===== config.mk =====
export PLATFORM = sky130hd
export DESIGN_NAME = direction_vote_with_fallback_unit
export DESIGN_NICKNAME = d
export VERILOG_FILES = /design/src/sv/dvf_pkg.sv /design/src/sv/dvf_vote_cell.sv /design/src/sv/dvf_vote_window.sv /design/src/sv/dvf_out_skid.sv /design/src/sv/direction_vote_with_fallback_unit.sv
export VERILOG_INCLUDE_DIRS = /design/src /design/src/sv
export SDC_FILE = /design/constraint.sdc
export NUM_CORES = 1
export LEC_CHECK = 0
export BUFFER_PORTS_ARGS = -buffer_cell sky130_fd_sc_hd__buf_2
export CORE_ASPECT_RATIO = 0.9
export CORE_MARGIN = 1
export CORE_UTILIZATION = 25
export CTS_CLUSTER_DIAMETER = 40
export DETAILED_ROUTE_END_ITERATION = 16
export GPL_ROUTABILITY_DRIVEN = 0
export SYNTH_ARGS = -nofsm -noshare
export SYNTH_HDL_FRONTEND = slang
export SYNTH_SLANG_ARGS = --single-unit

===== constraint.sdc =====
create_clock -name i_clk -period 16.6 [get_ports i_clk]
set_input_delay 2.49 -clock i_clk [delete_from_list [all_inputs] [get_ports i_clk]]
set_output_delay 2.49 -clock i_clk [all_outputs]
set_load 0.01 [all_outputs]

===== src/sv/assert_macros.svh =====
// ---------------------------------------------------------------------------
// assert_macros.svh
// Concurrent assertion wrappers; empty when SYNTHESIS is defined.
// ---------------------------------------------------------------------------
`ifndef ASSERT_MACROS_SVH
`define ASSERT_MACROS_SVH

`ifndef SYNTHESIS

// property must hold at every clock edge out of reset
`define DVF_ASSERT(lbl, clk, rst_n, prop, msg) \
    lbl: assert property (@(posedge clk) disable iff (!rst_n) (prop)) \
        else $error(msg);

// same-cycle implication
`define DVF_ASSERT_IMP(lbl, clk, rst_n, ante, cons, msg) \
    lbl: assert property (@(posedge clk) disable iff (!rst_n) (ante) |-> (cons)) \
        else $error(msg);

// next-cycle implication
`define DVF_ASSERT_NXT(lbl, clk, rst_n, ante, cons, msg) \
    lbl: assert property (@(posedge clk) disable iff (!rst_n) (ante) |=> (cons)) \
        else $error(msg);

`else

`define DVF_ASSERT(lbl, clk, rst_n, prop, msg)
`define DVF_ASSERT_IMP(lbl, clk, rst_n, ante, cons, msg)
`define DVF_ASSERT_NXT(lbl, clk, rst_n, ante, cons, msg)

`endif

`endif


===== src/sv/dvf_pkg.sv =====
// ---------------------------------------------------------------------------
// dvf_pkg
// Shared label codes, register map and control types of the direction voter.
// ---------------------------------------------------------------------------
package dvf_pkg;

    // direction label codes
    localparam logic [1:0] LBL_NONE     = 2'd0;
    localparam logic [1:0] LBL_STRAIGHT = 2'd1;
    localparam logic [1:0] LBL_LEFT     = 2'd2;
    localparam logic [1:0] LBL_RIGHT    = 2'd3;

    // configuration register map
    localparam int CFG_IDX_W  = 2;
    localparam int CFG_DATA_W = 16;
    localparam logic [CFG_IDX_W-1:0] CFG_WINDOW_CAPACITY   = 2'd0;
    localparam logic [CFG_IDX_W-1:0] CFG_VOTE_THRESHOLD    = 2'd1;
    localparam logic [CFG_IDX_W-1:0] CFG_FALLBACK_LIMIT    = 2'd2;
    localparam logic [CFG_IDX_W-1:0] CFG_FALLBACK_STREAK   = 2'd3;

    localparam int CAP_W    = 5;
    localparam int THR_W    = 5;
    localparam int LIMIT_W  = 16;
    localparam int STREAK_W = 16;

    localparam logic [CAP_W-1:0]    CAP_RST    = 5'd5;
    localparam logic [THR_W-1:0]    THR_RST    = 5'd3;
    localparam logic [LIMIT_W-1:0]  LIMIT_RST  = 16'd30;
    localparam logic [STREAK_W-1:0] STREAK_RST = 16'd3;

    // stream payload sizes
    localparam int IN_TDATA_W  = 8;
    localparam int RES_W       = 57;
    localparam int OUT_TDATA_W = 64;
    localparam int FIELD_CNT_W = 5;
    localparam int FIELD_CTR_W = 16;

    // per-frame commands to the vote window
    typedef struct packed {
        logic step;
        logic push_model;
        logic push_vision;
        logic clear;
    } t_win_ctrl;

    // shift command common to all cells
    typedef struct packed {
        logic shift_one;
        logic shift_two;
    } t_cell_shift;

    // per-cell eviction taps
    typedef struct packed {
        logic sel_oldest;
        logic sel_next_oldest;
    } t_cell_tap;

endpackage


===== src/sv/dvf_vote_cell.sv =====
// ---------------------------------------------------------------------------
// dvf_vote_cell
// One slot of the vote shift line; on a push it shifts by one or two slots, else it holds.
// ---------------------------------------------------------------------------
module dvf_vote_cell (
    input  logic                i_clk,
    input  dvf_pkg::t_cell_shift i_shift,
    input  dvf_pkg::t_cell_tap   i_tap,
    input  logic [1:0]          i_prev1,
    input  logic [1:0]          i_prev2,
    output logic [1:0]          o_vote,
    output logic [1:0]          o_tap_oldest,
    output logic [1:0]          o_tap_next_oldest
);
    import dvf_pkg::*;

    logic [1:0] r_vote;
    logic [1:0] n_vote;

    // take from one or two slots upstream
    always_comb begin
        n_vote = r_vote;
        if (i_shift.shift_two) begin
            n_vote = i_prev2;
        end else if (i_shift.shift_one) begin
            n_vote = i_prev1;
        end
    end

    always_ff @(posedge i_clk) begin
        r_vote <= n_vote;
    end

    assign o_vote            = r_vote;
    assign o_tap_oldest      = i_tap.sel_oldest      ? r_vote : LBL_NONE;
    assign o_tap_next_oldest = i_tap.sel_next_oldest ? r_vote : LBL_NONE;

endmodule


===== src/sv/dvf_vote_window.sv =====
// ---------------------------------------------------------------------------
// dvf_vote_window
// Sliding vote window: chain of cells, newest vote at cell 0, plus tallies.
// ---------------------------------------------------------------------------
`include "assert_macros.svh"

module dvf_vote_window #(
    parameter int DEPTH = 16
) (
    input  logic                               i_clk,
    input  logic                               i_rst_n,
    input  dvf_pkg::t_win_ctrl                 i_ctrl,
    input  logic [1:0]                         i_model,
    input  logic [1:0]                         i_vision,
    input  logic [dvf_pkg::CAP_W-1:0]          i_capacity,
    output logic [$clog2(DEPTH+1)-1:0]         o_occ_next,
    output logic [$clog2(DEPTH+1)-1:0]         o_straight_next,
    output logic [$clog2(DEPTH+1)-1:0]         o_left_next,
    output logic [$clog2(DEPTH+1)-1:0]         o_right_next
);
    import dvf_pkg::*;

    localparam int OCC_W = $clog2(DEPTH + 1);
    localparam int CW    = (OCC_W > CAP_W) ? OCC_W : CAP_W;
    localparam int SUM_W = OCC_W + 2;

    logic [OCC_W-1:0] r_occ;
    logic [OCC_W-1:0] r_straight;
    logic [OCC_W-1:0] r_left;
    logic [OCC_W-1:0] r_right;
    logic [OCC_W-1:0] n_occ;
    logic [OCC_W-1:0] n_straight;
    logic [OCC_W-1:0] n_left;
    logic [OCC_W-1:0] n_right;

    logic [CW-1:0] cap_ext;
    logic [CW-1:0] cap_eff;
    logic [CW-1:0] occ0;
    logic [CW-1:0] occ1;
    logic [CW-1:0] occ2;
    logic [CW-1:0] tail1;
    logic [CW-1:0] tail2;
    logic          push1;
    logic          push2;
    logic          ev1;
    logic          ev2;
    logic [1:0]    ev_lbl1;
    logic [1:0]    ev_lbl2;

    t_cell_shift   shift;
    logic [1:0]    w_vote  [DEPTH];
    logic [1:0]    w_tap1  [DEPTH];
    logic [1:0]    w_tap2  [DEPTH];
    logic [SUM_W-1:0] tally_sum;

    // decrement on eviction (never below zero), then count the new vote
    function automatic logic [OCC_W-1:0] bump(input logic [OCC_W-1:0] t,
                                              input logic dn, input logic up);
        logic [OCC_W-1:0] v;
        v = t;
        if (dn && (v != '0)) begin
            v = v - OCC_W'(1);
        end
        if (up) begin
            v = v + OCC_W'(1);
        end
        return v;
    endfunction

    // effective capacity and occupancy after each of the two pushes
    always_comb begin
        cap_ext = CW'(i_capacity);
        cap_eff = (cap_ext > CW'(DEPTH)) ? CW'(DEPTH) : cap_ext;
        occ0    = CW'(r_occ);
        push1   = i_ctrl.step && i_ctrl.push_model  && (cap_eff != '0);
        push2   = i_ctrl.step && i_ctrl.push_vision && (cap_eff != '0);
        ev1     = push1 && (occ0 >= cap_eff) && (occ0 != '0);
        occ1    = occ0;
        if (push1 && !ev1) begin
            occ1 = occ0 + CW'(1);
        end
        ev2  = push2 && (occ1 >= cap_eff);
        occ2 = occ1;
        if (push2 && !ev2) begin
            occ2 = occ1 + CW'(1);
        end
        // oldest slot before the first push, and after it (shifted by one)
        tail1 = occ0 - CW'(1);
        tail2 = occ1 - CW'(2);
    end

    assign shift.shift_two = push2;
    assign shift.shift_one = push1 && !push2;

    // cell chain
    for (genvar k = 0; k < DEPTH; k++) begin : g_cell
        logic [1:0] prev1;
        logic [1:0] prev2;
        t_cell_tap  tap;

        if (k == 0) begin : g_head
            assign prev1 = i_model;
            assign prev2 = i_vision;
        end else if (k == 1) begin : g_second
            assign prev1 = w_vote[0];
            assign prev2 = i_model;
        end else begin : g_body
            assign prev1 = w_vote[k-1];
            assign prev2 = w_vote[k-2];
        end

        assign tap.sel_oldest      = ev1 && (tail1 == CW'(k));
        assign tap.sel_next_oldest = ev2 && (occ1 >= CW'(2)) && (tail2 == CW'(k));

        dvf_vote_cell u_cell (
            .i_clk             (i_clk),
            .i_shift           (shift),
            .i_tap             (tap),
            .i_prev1           (prev1),
            .i_prev2           (prev2),
            .o_vote            (w_vote[k]),
            .o_tap_oldest      (w_tap1[k]),
            .o_tap_next_oldest (w_tap2[k])
        );
    end

    // gather evicted votes from the one-hot taps
    always_comb begin
        ev_lbl1 = LBL_NONE;
        ev_lbl2 = LBL_NONE;
        for (int k = 0; k < DEPTH; k++) begin
            ev_lbl1 = ev_lbl1 | w_tap1[k];
            ev_lbl2 = ev_lbl2 | w_tap2[k];
        end
        // second push evicting the vote the first push just placed
        if (ev2 && (occ1 == CW'(1))) begin
            ev_lbl2 = i_model;
        end
    end

    // tally update, first push then second
    always_comb begin
        n_straight = bump(r_straight, ev1 && (ev_lbl1 == LBL_STRAIGHT),
                          push1 && (i_model == LBL_STRAIGHT));
        n_left     = bump(r_left, ev1 && (ev_lbl1 == LBL_LEFT),
                          push1 && (i_model == LBL_LEFT));
        n_right    = bump(r_right, ev1 && (ev_lbl1 == LBL_RIGHT),
                          push1 && (i_model == LBL_RIGHT));
        n_straight = bump(n_straight, ev2 && (ev_lbl2 == LBL_STRAIGHT),
                          push2 && (i_vision == LBL_STRAIGHT));
        n_left     = bump(n_left, ev2 && (ev_lbl2 == LBL_LEFT),
                          push2 && (i_vision == LBL_LEFT));
        n_right    = bump(n_right, ev2 && (ev_lbl2 == LBL_RIGHT),
                          push2 && (i_vision == LBL_RIGHT));
        n_occ      = occ2[OCC_W-1:0];
    end

    always_ff @(posedge i_clk) begin
        if (!i_rst_n || i_ctrl.clear) begin
            r_occ      <= '0;
            r_straight <= '0;
            r_left     <= '0;
            r_right    <= '0;
        end else begin
            r_occ      <= n_occ;
            r_straight <= n_straight;
            r_left     <= n_left;
            r_right    <= n_right;
        end
    end

    assign o_occ_next      = n_occ;
    assign o_straight_next = n_straight;
    assign o_left_next     = n_left;
    assign o_right_next    = n_right;

    assign tally_sum = SUM_W'(r_straight) + SUM_W'(r_left) + SUM_W'(r_right);

    // every held vote is counted once
    `DVF_ASSERT(a_tally_sum, i_clk, i_rst_n, tally_sum == SUM_W'(r_occ), "tally sum mismatch")
    `DVF_ASSERT(a_occ_bound, i_clk, i_rst_n, r_occ <= OCC_W'(DEPTH), "window overfilled")

endmodule


===== src/sv/dvf_out_skid.sv =====
// ---------------------------------------------------------------------------
// dvf_out_skid
// Two-entry result buffer: output register plus skid slot.
// ---------------------------------------------------------------------------
`include "assert_macros.svh"

module dvf_out_skid #(
    parameter int DATA_W = 64
) (
    input  logic              i_clk,
    input  logic              i_rst_n,
    input  logic              i_valid,
    output logic              o_ready,
    input  logic [DATA_W-1:0] i_data,
    output logic              o_valid,
    input  logic              i_ready,
    output logic [DATA_W-1:0] o_data
);
    logic              r_out_valid;
    logic              r_skid_valid;
    logic [DATA_W-1:0] r_out_data;
    logic [DATA_W-1:0] r_skid_data;
    logic              in_fire;
    logic              out_free;

    assign o_ready  = !r_skid_valid;
    assign in_fire  = i_valid && !r_skid_valid;
    assign out_free = !r_out_valid || i_ready;

    // control
    always_ff @(posedge i_clk) begin
        if (!i_rst_n) begin
            r_out_valid  <= 1'b0;
            r_skid_valid <= 1'b0;
        end else if (out_free) begin
            r_out_valid  <= r_skid_valid || in_fire;
            r_skid_valid <= 1'b0;
        end else if (in_fire) begin
            r_skid_valid <= 1'b1;
        end
    end

    // payload
    always_ff @(posedge i_clk) begin
        if (out_free) begin
            r_out_data <= r_skid_valid ? r_skid_data : i_data;
        end else if (in_fire) begin
            r_skid_data <= i_data;
        end
    end

    assign o_valid = r_out_valid;
    assign o_data  = r_out_data;

    // skid slot is only used behind a full output register
    `DVF_ASSERT_IMP(a_skid_order, i_clk, i_rst_n, r_skid_valid, r_out_valid, "skid without output")

endmodule


===== src/sv/direction_vote_with_fallback_unit.sv =====
// ---------------------------------------------------------------------------
// direction_vote_with_fallback_unit
// Direction voter over model/vision labels with vision streak fallback.
// ---------------------------------------------------------------------------
// The block takes one frame per clock cycle while s_axis_tready is high and
// registers its result in the output register of a two-entry output buffer,
// so input keeps flowing for one extra frame while the result side stalls,
// that result waiting in the skid slot. The vote window is a chain of
// WINDOW_DEPTH cells shifting by one or two votes, with tallies adjusted in
// the same cycle. No clearing pass is needed after reset. Configuration is
// written through i_cfg_we/i_cfg_idx/i_cfg_data and should only change while
// no frame is in flight.
`include "assert_macros.svh"

module direction_vote_with_fallback_unit #(
    parameter int WINDOW_DEPTH = 16,
    parameter int COUNTER_BITS = 16
) (
    input  logic                               i_clk,
    input  logic                               i_rst_n,
    // configuration write port
    input  logic                               i_cfg_we,
    input  logic [dvf_pkg::CFG_IDX_W-1:0]      i_cfg_idx,
    input  logic [dvf_pkg::CFG_DATA_W-1:0]     i_cfg_data,
    // frame input
    input  logic                               s_axis_tvalid,
    output logic                               s_axis_tready,
    // [0] restart, [2:1] model_dir, [4:3] vision_dir, [7:5] zero
    input  logic [dvf_pkg::IN_TDATA_W-1:0]     s_axis_tdata,
    // result output
    output logic                               m_axis_tvalid,
    input  logic                               m_axis_tready,
    // [1:0] decision, [2] in_fallback, [18:3] frames_seen, [23:19] votes_held,
    // [28:24] straight_votes, [33:29] left_votes, [38:34] right_votes,
    // [40:39] streak_label, [56:41] streak_count, [63:57] zero
    output logic [dvf_pkg::OUT_TDATA_W-1:0]    m_axis_tdata
);
    import dvf_pkg::*;

    localparam int OCC_W = $clog2(WINDOW_DEPTH + 1);
    localparam int CB    = COUNTER_BITS;
    localparam int CMP_W = (CB > FIELD_CTR_W) ? CB : FIELD_CTR_W;
    localparam int OW    = (OCC_W > FIELD_CNT_W) ? OCC_W : FIELD_CNT_W;
    localparam int TW    = (OCC_W > THR_W) ? OCC_W : THR_W;
    localparam logic [CB-1:0] CTR_MAX = {CB{1'b1}};

    // configuration registers
    logic [CAP_W-1:0]    r_capacity;
    logic [THR_W-1:0]    r_threshold;
    logic [LIMIT_W-1:0]  r_limit;
    logic [STREAK_W-1:0] r_streak_len;

    // frame state
    logic          r_started;
    logic          r_fallback;
    logic [CB-1:0] r_frames;
    logic [1:0]    r_cand;
    logic [CB-1:0] r_run;
    logic          n_started;
    logic          n_fallback;
    logic [CB-1:0] n_frames;
    logic [1:0]    n_cand;
    logic [CB-1:0] n_run;

    logic       s_fire;
    logic       in_restart;
    logic [1:0] in_model;
    logic [1:0] in_vision;
    logic       both_turn;
    logic       active;
    logic       clear_win;
    logic       push_model;
    logic       push_vision;
    logic [1:0] decision;
    logic [1:0] winner;

    t_win_ctrl        win_ctrl;
    logic [OCC_W-1:0] occ_next;
    logic [OCC_W-1:0] straight_next;
    logic [OCC_W-1:0] left_next;
    logic [OCC_W-1:0] right_next;
    logic [OW-1:0]    held_ext;
    logic [OW-1:0]    straight_ext;
    logic [OW-1:0]    left_ext;
    logic [OW-1:0]    right_ext;
    logic [CMP_W-1:0] frames_ext;
    logic [CMP_W-1:0] run_ext;
    logic [RES_W-1:0] result;
    logic             out_in_ready;

    function automatic logic is_turn(input logic [1:0] lbl);
        return (lbl == LBL_LEFT) || (lbl == LBL_RIGHT);
    endfunction

    // configuration writes
    always_ff @(posedge i_clk) begin
        if (!i_rst_n) begin
            r_capacity   <= CAP_RST;
            r_threshold  <= THR_RST;
            r_limit      <= LIMIT_RST;
            r_streak_len <= STREAK_RST;
        end else if (i_cfg_we) begin
            case (i_cfg_idx)
                CFG_WINDOW_CAPACITY: r_capacity   <= i_cfg_data[CAP_W-1:0];
                CFG_VOTE_THRESHOLD:  r_threshold  <= i_cfg_data[THR_W-1:0];
                CFG_FALLBACK_LIMIT:  r_limit      <= i_cfg_data[LIMIT_W-1:0];
                CFG_FALLBACK_STREAK: r_streak_len <= i_cfg_data[STREAK_W-1:0];
                default: begin
                end
            endcase
        end
    end

    // input unpack
    assign s_axis_tready = out_in_ready;
    assign s_fire        = s_axis_tvalid && s_axis_tready;
    assign in_restart    = s_axis_tdata[0];
    assign in_model      = s_axis_tdata[2:1];
    assign in_vision     = s_axis_tdata[4:3];
    assign both_turn     = is_turn(in_model) && is_turn(in_vision);
    assign active        = !in_restart && (r_started || (in_model != LBL_NONE));

    // vote window
    assign win_ctrl.step        = s_fire;
    assign win_ctrl.push_model  = push_model;
    assign win_ctrl.push_vision = push_vision;
    assign win_ctrl.clear       = s_fire && clear_win;

    dvf_vote_window #(
        .DEPTH (WINDOW_DEPTH)
    ) u_window (
        .i_clk           (i_clk),
        .i_rst_n         (i_rst_n),
        .i_ctrl          (win_ctrl),
        .i_model         (in_model),
        .i_vision        (in_vision),
        .i_capacity      (r_capacity),
        .o_occ_next      (occ_next),
        .o_straight_next (straight_next),
        .o_left_next     (left_next),
        .o_right_next    (right_next)
    );

    // winner on the updated tallies, straight first
    always_comb begin
        winner = LBL_NONE;
        if (r_threshold != '0) begin
            if (TW'(straight_next) >= TW'(r_threshold)) begin
                winner = LBL_STRAIGHT;
            end else if (TW'(left_next) >= TW'(r_threshold)) begin
                winner = LBL_LEFT;
            end else if (TW'(right_next) >= TW'(r_threshold)) begin
                winner = LBL_RIGHT;
            end
        end
    end

    // per-frame decision and next state
    always_comb begin
        n_started   = r_started;
        n_fallback  = r_fallback;
        n_frames    = r_frames;
        n_cand      = r_cand;
        n_run       = r_run;
        decision    = LBL_NONE;
        push_model  = 1'b0;
        push_vision = 1'b0;
        clear_win   = 1'b0;
        if (in_restart) begin
            n_started  = 1'b0;
            n_fallback = 1'b0;
            n_frames   = '0;
            n_cand     = LBL_NONE;
            n_run      = '0;
            clear_win  = 1'b1;
        end else if (active) begin
            n_started = 1'b1;
            if (r_frames != CTR_MAX) begin
                n_frames = r_frames + CB'(1);
            end
            if (r_fallback) begin
                // vision streak
                if (both_turn) begin
                    if (in_vision == r_cand) begin
                        if (r_run != CTR_MAX) begin
                            n_run = r_run + CB'(1);
                        end
                    end else begin
                        n_cand = in_vision;
                        n_run  = CB'(1);
                    end
                    if ((r_streak_len != '0) &&
                        (CMP_W'(n_run) >= CMP_W'(r_streak_len))) begin
                        decision = n_cand;
                    end
                end else begin
                    n_cand = LBL_NONE;
                    n_run  = '0;
                end
            end else begin
                // voting
                push_model  = (in_model != LBL_NONE);
                push_vision = both_turn;
                if (winner != LBL_NONE) begin
                    decision = winner;
                end else if (CMP_W'(n_frames) >= CMP_W'(r_limit)) begin
                    n_fallback = 1'b1;
                    clear_win  = 1'b1;
                    n_cand     = LBL_NONE;
                    n_run      = '0;
                end
            end
        end
    end

    always_ff @(posedge i_clk) begin
        if (!i_rst_n) begin
            r_started  <= 1'b0;
            r_fallback <= 1'b0;
            r_frames   <= '0;
            r_cand     <= LBL_NONE;
            r_run      <= '0;
        end else if (s_fire) begin
            r_started  <= n_started;
            r_fallback <= n_fallback;
            r_frames   <= n_frames;
            r_cand     <= n_cand;
            r_run      <= n_run;
        end
    end

    // status after the frame, window cleared where this frame clears it
    assign held_ext     = clear_win ? '0 : OW'(occ_next);
    assign straight_ext = clear_win ? '0 : OW'(straight_next);
    assign left_ext     = clear_win ? '0 : OW'(left_next);
    assign right_ext    = clear_win ? '0 : OW'(right_next);
    assign frames_ext   = CMP_W'(n_frames);
    assign run_ext      = CMP_W'(n_run);

    assign result = {run_ext[FIELD_CTR_W-1:0], n_cand,
                     right_ext[FIELD_CNT_W-1:0], left_ext[FIELD_CNT_W-1:0],
                     straight_ext[FIELD_CNT_W-1:0], held_ext[FIELD_CNT_W-1:0],
                     frames_ext[FIELD_CTR_W-1:0], n_fallback, decision};

    dvf_out_skid #(
        .DATA_W (OUT_TDATA_W)
    ) u_out (
        .i_clk   (i_clk),
        .i_rst_n (i_rst_n),
        .i_valid (s_axis_tvalid),
        .o_ready (out_in_ready),
        .i_data  ({{(OUT_TDATA_W-RES_W){1'b0}}, result}),
        .o_valid (m_axis_tvalid),
        .i_ready (m_axis_tready),
        .o_data  (m_axis_tdata)
    );

    // restart transaction returns the frame state to its reset value
    `DVF_ASSERT_NXT(a_restart_clears, i_clk, i_rst_n, s_fire && in_restart, (r_frames == '0) && !r_started && !r_fallback, "restart did not clear state")
    // a streak candidate exists exactly while the run is nonzero
    `DVF_ASSERT(a_streak_pair, i_clk, i_rst_n, (r_run == '0) == (r_cand == LBL_NONE), "streak label and count disagree")

endmodule

* After elaboration in Yosys (flattened, before gate mapping)
Cells that the tools add are included.
Operators by class: $add $sub $neg 18, $lt $le $gt $ge 9, equal/unequal tests 49, muxes and demuxes 135, bitwise gates (word level) 32, reduce and logical (&&, ||, !) cells 104
Operator list (number):
- $mux 16 | 17
- $mux 2 | 82
- $mux 5 | 19
- $eq 5x4->1 const B | 16
- $logic_and 1x1->1 | 67
- $or 2x2->2 | 30
- $mux 57 | 1
- $reduce_bool 5->1 | 9
- $add 5x1->5 const B | 8
- $eq 5x3->1 const B | 8
- $sub 5x1->5 const B | 7
- $add 16x1->16 const B | 2
- $ge 16x16->1 | 2
- $ne 16x16->1 const B | 2
- $ge 5x5->1 | 5
- $eq 2x2->1 const B | 10
- $eq 5x2->1 const B | 4
- $mux 1 | 16
- $reduce_bool 16->1 | 1
- $eq 5x1->1 const B | 3
- $reduce_and 2->1 | 6
- $eq 2x1->1 const B | 5
- $logic_not 5->1 | 2
- $reduce_bool 2->1 | 4
- 9 further kinds | 21
Storage, ports and cells: bits in registers 246, output and inout port bits 66, word-level logic and storage cells 380

* Logic depth before layout (Yosys ltp)
depth after elaboration 51, depth in mapped cells 40, gate-level depth less buffers 38

* Hierarchy
From an unflattened synthesis, not the netlist that was laid out.
Unflattened totals: cells, all modules 1722, area, all modules 16706.0 um^2
By module, submodules not included:
- direction_vote_with_fallback_unit | instances 1, cells each 805, area each 5860.6 um^2, sequential area each 1561.5 um^2
- dvf_out_skid | instances 1, cells each 207, area each 4702.0 um^2, sequential area each 3883.7 um^2
- dvf_vote_window | instances 1, cells each 566, area each 4201.5 um^2, sequential area each 400.4 um^2
- dvf_vote_cell | instances 16, cells each 9, area each 121.4 um^2, sequential area each 60.1 um^2

* Worst setup path after synthesis
OpenSTA, ideal clock, no wires.
path kind input -> register, from input s_axis_tdata[0] in the netlist's numbering, to register u_out.r_out_data[43], in the netlist u_out.o_data[43] (data pin), setup time 260 ps, data arrival time 10557 ps, setup slack 5783 ps, cell stages on the path 34, cells stage by stage buf_6 > or4b_4 > a221oi_4 > a21boi_0 > nand2_1 > o21ai_0 > inv_1 > ha_1 > xor2_1 > nand3_2 > and2_1 > buf_6 > mux2_4 > a2111oi_2 > or4_4 > a31oi_4 > nand3_4 > mux2i_1 > ha_1 > nand2_1 > or4_1 > o21ai_0 > mux2i_1 > xnor2_1 > inv_1 > ha_1 > a211oi_1 > a21oi_1 > a21oi_1 > o21ai_0 > nor2b_1 > clkbuf_1 > a22o_1 > mux2_2
Between the ends: longest elaborated chain between the ends 49, elaborated cells between the ends (all ways) 194
RTL lines:
- start, declared | line direction_vote_with_fallback_unit.sv:29 | input logic [dvf_pkg::IN_TDATA_W-1:0] s_axis_tdata,
- branches (longest 37 deep; another with $mux 2)
- $mux 5 (*) | line dvf_vote_window.sv:64 | if (up) begin
- named net right_next[4] | line direction_vote_with_fallback_unit.sv:81 | logic [OCC_W-1:0] right_next;
- $ge 5x5->1 (*) | line direction_vote_with_fallback_unit.sv:152 | end else if (TW'(right_next) >= TW'(r_threshold)) begin
- $mux 2 (*) | line direction_vote_with_fallback_unit.sv:152
- $mux 2 (*) | line direction_vote_with_fallback_unit.sv:150 | end else if (TW'(left_next) >= TW'(r_threshold)) begin
- $mux 2 (*) | line direction_vote_with_fallback_unit.sv:148 | if (TW'(straight_next) >= TW'(r_threshold)) begin
- $mux 2 (*) | line direction_vote_with_fallback_unit.sv:147 | if (r_threshold != '0) begin
- $reduce_bool 2->1 (*) | line direction_vote_with_fallback_unit.sv:204 | if (winner != LBL_NONE) begin
- $mux 16 (*) | line direction_vote_with_fallback_unit.sv:204
- $mux 16 (*) | line direction_vote_with_fallback_unit.sv:181 | if (r_fallback) begin
- $mux 16 (*) | line direction_vote_with_fallback_unit.sv:176 | end else if (active) begin
- $mux 16 (*) | line direction_vote_with_fallback_unit.sv:169 | if (in_restart) begin
- named net n_run[2] | line direction_vote_with_fallback_unit.sv:63 | logic [CB-1:0] n_run;
- $mux 57 (*) | line dvf_out_skid.sv:46 | r_out_data <= r_skid_valid ? r_skid_data : i_data;
- end signal, assigned | line dvf_out_skid.sv:46
- end, declared | line dvf_out_skid.sv:21 | logic [DATA_W-1:0] r_out_data;
Mark *: on every way through the listed nets, which the timed path passes. A chain may end at the register's enable or synchronous reset.

* Worst setup path in the final report
from input s_axis_tdata[0] in the netlist's numbering, to register r_run[15]
Between the ends: longest elaborated chain between the ends 48, elaborated cells between the ends (all ways) 193
RTL lines:
- branches (longest 37 deep; another with $mux 2)
- $mux 5 (*) | line dvf_vote_window.sv:64
- named net right_next[4] | line direction_vote_with_fallback_unit.sv:81
- $ge 5x5->1 (*) | line direction_vote_with_fallback_unit.sv:152
- $mux 2 (*) | line direction_vote_with_fallback_unit.sv:152
- $mux 2 (*) | line direction_vote_with_fallback_unit.sv:150
- $mux 2 (*) | line direction_vote_with_fallback_unit.sv:148
- $mux 2 (*) | line direction_vote_with_fallback_unit.sv:147
- $reduce_bool 2->1 (*) | line direction_vote_with_fallback_unit.sv:204
- $mux 16 (*) | line direction_vote_with_fallback_unit.sv:204
- $mux 16 (*) | line direction_vote_with_fallback_unit.sv:181
- $mux 16 (*) | line direction_vote_with_fallback_unit.sv:176
- $mux 16 (*) | line direction_vote_with_fallback_unit.sv:169
- end signal, assigned | line direction_vote_with_fallback_unit.sv:228 | r_run <= n_run;
- end, declared | line direction_vote_with_fallback_unit.sv:58 | logic [CB-1:0] r_run;
Marks and branches as above.

==> impl_metrics.xml <==
<?xml version="1.0" encoding="UTF-8"?>
<metrics>
  <group name="hold_path">
    <metric name="hold_path_class" unit="">register to register</metric>
    <metric name="worst_hold_path.endpoint" unit="">r_limit[10]</metric>
    <metric name="worstHoldStart" unit="">r_limit[10]</metric>
    <metric name="whs_path_depth" unit="">2</metric>
  </group>
  <group name="synthesis">
    <metric name="post_synth_instance_area" unit="sq um">14800</metric>
    <metric name="synth_enable_flop_cells" unit="">146</metric>
    <metric name="post_synth.cell_area_avg" unit="sq um">9.15</metric>
    <metric name="total_of_flip_flops_plus_latches_after_synthesis" unit="">246</metric>
    <metric name="ys_dominant_reg_cell" unit="">edfxtp_1</metric>
    <metric name="synth-seq-area-share" unit="%">43.0</metric>
    <metric name="synth.yosys.warnings" unit="">0</metric>
    <metric name="netlist_instances" unit="">1623</metric>
    <metric name="synth_cell_types" unit="">91</metric>
    <metric name="synthArstFlopShare" unit="%">0</metric>
  </group>
  <group name="clocking">
    <metric name="tritoncts" unit="">done</metric>
    <metric name="clkLatencyLatePin" unit="ns">0.55</metric>
    <metric name="htreeDepth" unit="">2</metric>
    <metric name="cts_buffer_depth" unit="">3</metric>
    <metric name="cts_made_buffers" unit="">42</metric>
    <metric name="post_cts_buffers" unit="">0</metric>
    <metric name="clock-sinks" unit="">246</metric>
    <metric name="postCtsResizedCells" unit="">0</metric>
    <metric name="clock-root-buffer" unit="">clkbuf_16</metric>
    <metric name="clk_pin_slew_worst_paths" unit="ns">0.06</metric>
    <metric name="cts-hold-fix-buffers" unit="">0</metric>
  </group>
  <group name="floorplanning">
    <metric name="io_pins" unit="">97</metric>
    <metric name="design.die.area" unit="sq um">60400</metric>
    <metric name="core.rowCount" unit="">84</metric>
    <metric name="initial_core_utilization" unit="%">25.4</metric>
    <metric name="horiz_die_dim" unit="microns">259</metric>
    <metric name="fp.coreArea" unit="sq um">58500</metric>
    <metric name="die_height" unit="microns">233</metric>
  </group>
  <group name="critical_path">
    <metric name="r2r_slack" unit="ns">6.15</metric>
    <metric name="worst_r2r_path_depth" unit="">35</metric>
    <metric name="crit_fanout" unit="">53</metric>
    <metric name="cpMaxStageDelayCell" unit="">nor2b_1</metric>
    <metric name="critical_path.reg2reg.endpoint" unit="">r_run[15]</metric>
    <metric name="arrival" unit="ns">12.67</metric>
    <metric name="worst_path_largest_cell_delay" unit="ns">0.64</metric>
    <metric name="startpoint_type" unit="">input port</metric>
    <metric name="timing.critical_path.to_type" unit="">register</metric>
    <metric name="regToRegStartpoint" unit="">u_window.occ0[0]</metric>
    <metric name="timing.critical_path.required" unit="ns">17.08</metric>
    <metric name="worstSetupPathType" unit="">input port to register</metric>
  </group>
  <group name="timing">
    <metric name="maxSlewViolCount" unit="">0</metric>
    <metric name="tightestPinTransition" unit="ns">1.24</metric>
    <metric name="tightest_slew_margin_relative_to_the_limit" unit="%">17.0</metric>
    <metric name="final_min_period_over_clock_period" unit="%">73.5</metric>
    <metric name="fin_worst_hold_slack" unit="ns">0.463</metric>
    <metric name="final.setup_skew" unit="ns">0.0296</metric>
    <metric name="maxClockFrequency" unit="GHz">0.0820</metric>
    <metric name="final_setup_viols" unit="">0</metric>
    <metric name="grt_setup_unrepaired" unit="">no</metric>
    <metric name="finalHoldViolCount" unit="">0</metric>
    <metric name="timing.final.crit_period" unit="ns">12.20</metric>
    <metric name="fin_setup_tns" unit="ns">0</metric>
  </group>
  <group name="detailed_routing">
    <metric name="dr_total_vias" unit="">12000</metric>
    <metric name="routedWlPerCell" unit="microns">16.2</metric>
    <metric name="ant_nets" unit="">0</metric>
    <metric name="detail_route.drc_violations" unit="">0</metric>
    <metric name="drt-pass1-iter-count" unit="">5</metric>
    <metric name="vias_per_cell" unit="">4.84</metric>
    <metric name="totalWireLength" unit="microns">40300</metric>
    <metric name="dr.first_iter.drc_count" unit="">991</metric>
  </group>
  <group name="power_and_ir_drop">
    <metric name="pwr_density_cell" unit="nW/um^2">95.2</metric>
    <metric name="ir_drop" unit="mV">0.0803</metric>
    <metric name="power_leakage" unit="nW">6.87</metric>
  </group>
  <group name="final_layout">
    <metric name="nets" unit="">1794</metric>
    <metric name="diodes" unit="">0</metric>
    <metric name="num-fill-cells" unit="">6111</metric>
    <metric name="drive_gt1_share" unit="%">13.0</metric>
    <metric name="area_growth_syn_to_layout" unit="%">16.8</metric>
    <metric name="final_area" unit="sq um">17300</metric>
  </group>
  <group name="global_routing">
    <metric name="via_count_of_the_first_global_routing_pass" unit="">11700</metric>
    <metric name="antenna_found_initial" unit="">2</metric>
    <metric name="grt_overflow" unit="">0</metric>
    <metric name="track_usage" unit="%">13.2</metric>
    <metric name="grt_first_pass_wirelength" unit="microns">64000</metric>
    <metric name="grt_max_degree" unit="">86</metric>
  </group>
  <group name="placement">
    <metric name="io_buffers" unit="">86</metric>
    <metric name="place_hpwl" unit="microns">28700</metric>
    <metric name="placed_area" unit="sq um">16000</metric>
  </group>
  <group name="run">
    <metric name="cap_viol_max_count" unit="">0</metric>
  </group>
  <group name="outcome">
    <metric name="result_of_the_run" unit="">finished, final reports clean</metric>
  </group>
</metrics>
worst max-delay path by stage:
stage | start | cells past startpoint | to
2_1_floorplan | s_axis_tdata[0] | 34 | u_out.o_data[43]
3_3_place_gp | s_axis_tdata[0] | 35 | r_run[3]
3_5_place_dp | s_axis_tdata[0] | 35 | r_run[15]
4_1_cts | s_axis_tdata[0] | 35 | r_run[15]
5_1_grt | s_axis_tdata[0] | 35 | r_cand[0]
6_report | s_axis_tdata[0] | 35 | r_run[15]
worst max-delay path, delay by kind of cell:
family,cells,cell delay (ns)
XOR/XNOR,2,0.94
AND/OR/NAND/NOR,10,3.66
buffers and inverters,5,1.22
AO/OA/AOI/OAI,12,2.82
adder cells (fa/ha/maj),3,0.80
multiplexers,3,0.67
layout make-up:
class / count / area [sq um] / share of cell area [%]
flip-flops and latches: 246 / 6390 / 36.8
clock inverters: 25 / 238 / 1.37
well taps: 774 / 968 / 5.58
multi-input cells: 1202 / 7770 / 44.8
repair buffers: 99 / 528 / 3.04
clock buffers: 50 / 1110 / 6.41
inverters: 89 / 334 / 1.93
registers in the layout, indices dropped and copies added, names as in the netlist:
signal / flops
u_out.o_data: 57
u_out.r_skid_data: 57
u_window.g_cell.u_cell.o_vote: 32
r_frames: 16
r_limit: 16
r_run: 16
r_streak_len: 16
r_capacity: 5
r_threshold: 5
u_window.occ0: 5
u_window.r_left: 5
u_window.r_right: 5
u_window.r_straight: 5
r_cand: 2
r_fallback: 1
r_started: 1
u_out.o_valid: 1
u_out.r_skid_valid: 1
per-stage QoR:
step	power [W]	worst slack (ns)	std cells	util [%]
5_1_grt	0.00171	3.81	2485	29.6
6_report	0.00165	4.40	2485	29.6
2_1_floorplan	0.000782	5.78	1629	-
3_3_place_gp	0.000828	4.18	2410	27.3
3_5_place_dp	0.000831	3.95	2410	27.3
4_1_cts	0.00167	4.48	2485	29.6
cells in the final DEF, fill, tap and decap left out, drive strengths merged, types with 15 or more instances in the layout:
master	netlist	final
inv	86	92
nand2	320	320
a21boi	51	51
mux2	27	27
o31ai	40	40
xor2	29	29
ha	83	83
or3	15	15
a21oi	44	44
edfxtp	146	146
buf	18	99
clkinv	3	19
nor3	19	19
clkbuf	74	50
a21o	30	30
nor2	129	129
nand4	15	15
dfxtp	100	100
mux2i	36	36
nand2b	18	18
a22oi	24	24
nand3	46	46
nor2b	25	25
xnor2	46	46
o21ai	40	40
where the power goes:
group	leakage, nW	switching (W)	internal, W	total (W)
clock network	0.663	0.000316	0.000515	0.000831
registers	2.25	0.0000125	0.000668	0.000680
logic	3.95	0.0000918	0.0000476	0.000139
total	6.87	0.000421	0.00123	0.00165
synthesized netlist by cell type (15+ instances only):
cell type	number	area, sq um
xor2_1	28	245
a21o_1	30	225
mux2i_1	35	350
nand2_1	319	1200
a21boi_0	50	375
nor2b_1	25	156
or3_1	15	93.8
a21oi_1	44	220
ha_1	83	1040
dfxtp_1	100	2000
edfxtp_1	146	4380
xnor2_1	44	385
inv_1	86	323
o31ai_1	38	285
nand2b_1	18	113
mux2_2	25	282
clkbuf_1	74	278
o21ai_0	33	165
nor2_1	128	480
nand4_1	15	93.8
a22oi_1	24	180
nand3_1	43	215
nor3_1	18	90.1
metal layers:
layer,share of wire [%],vias to the layer above,global-route usage (%),routed length [microns]
met4,1.9,2,3.44,771
met1,47,5773,17.7,18800
met2,46,320,22.0,18800
li1,-,5866,-,-
met3,4.9,61,2.11,1970
met5,0.035,-,0,14
logic make-up (layout without fill, tap and decap cells):
logic type      after synthesis  after routing  synth area share [%]
compound gates              318            318                  15.7
simple gates                656            656                  20.2
fa+ha+maj                    83             83                  6.99
mux                          63             63                  4.53
other cells                   1              7                0.0253
xor+xnor                     75             75                  4.58
flops                       246            246                  43.0
buf+inv                     181            263                  4.90
Note: power is estimated with default switching activity, not from simulation.
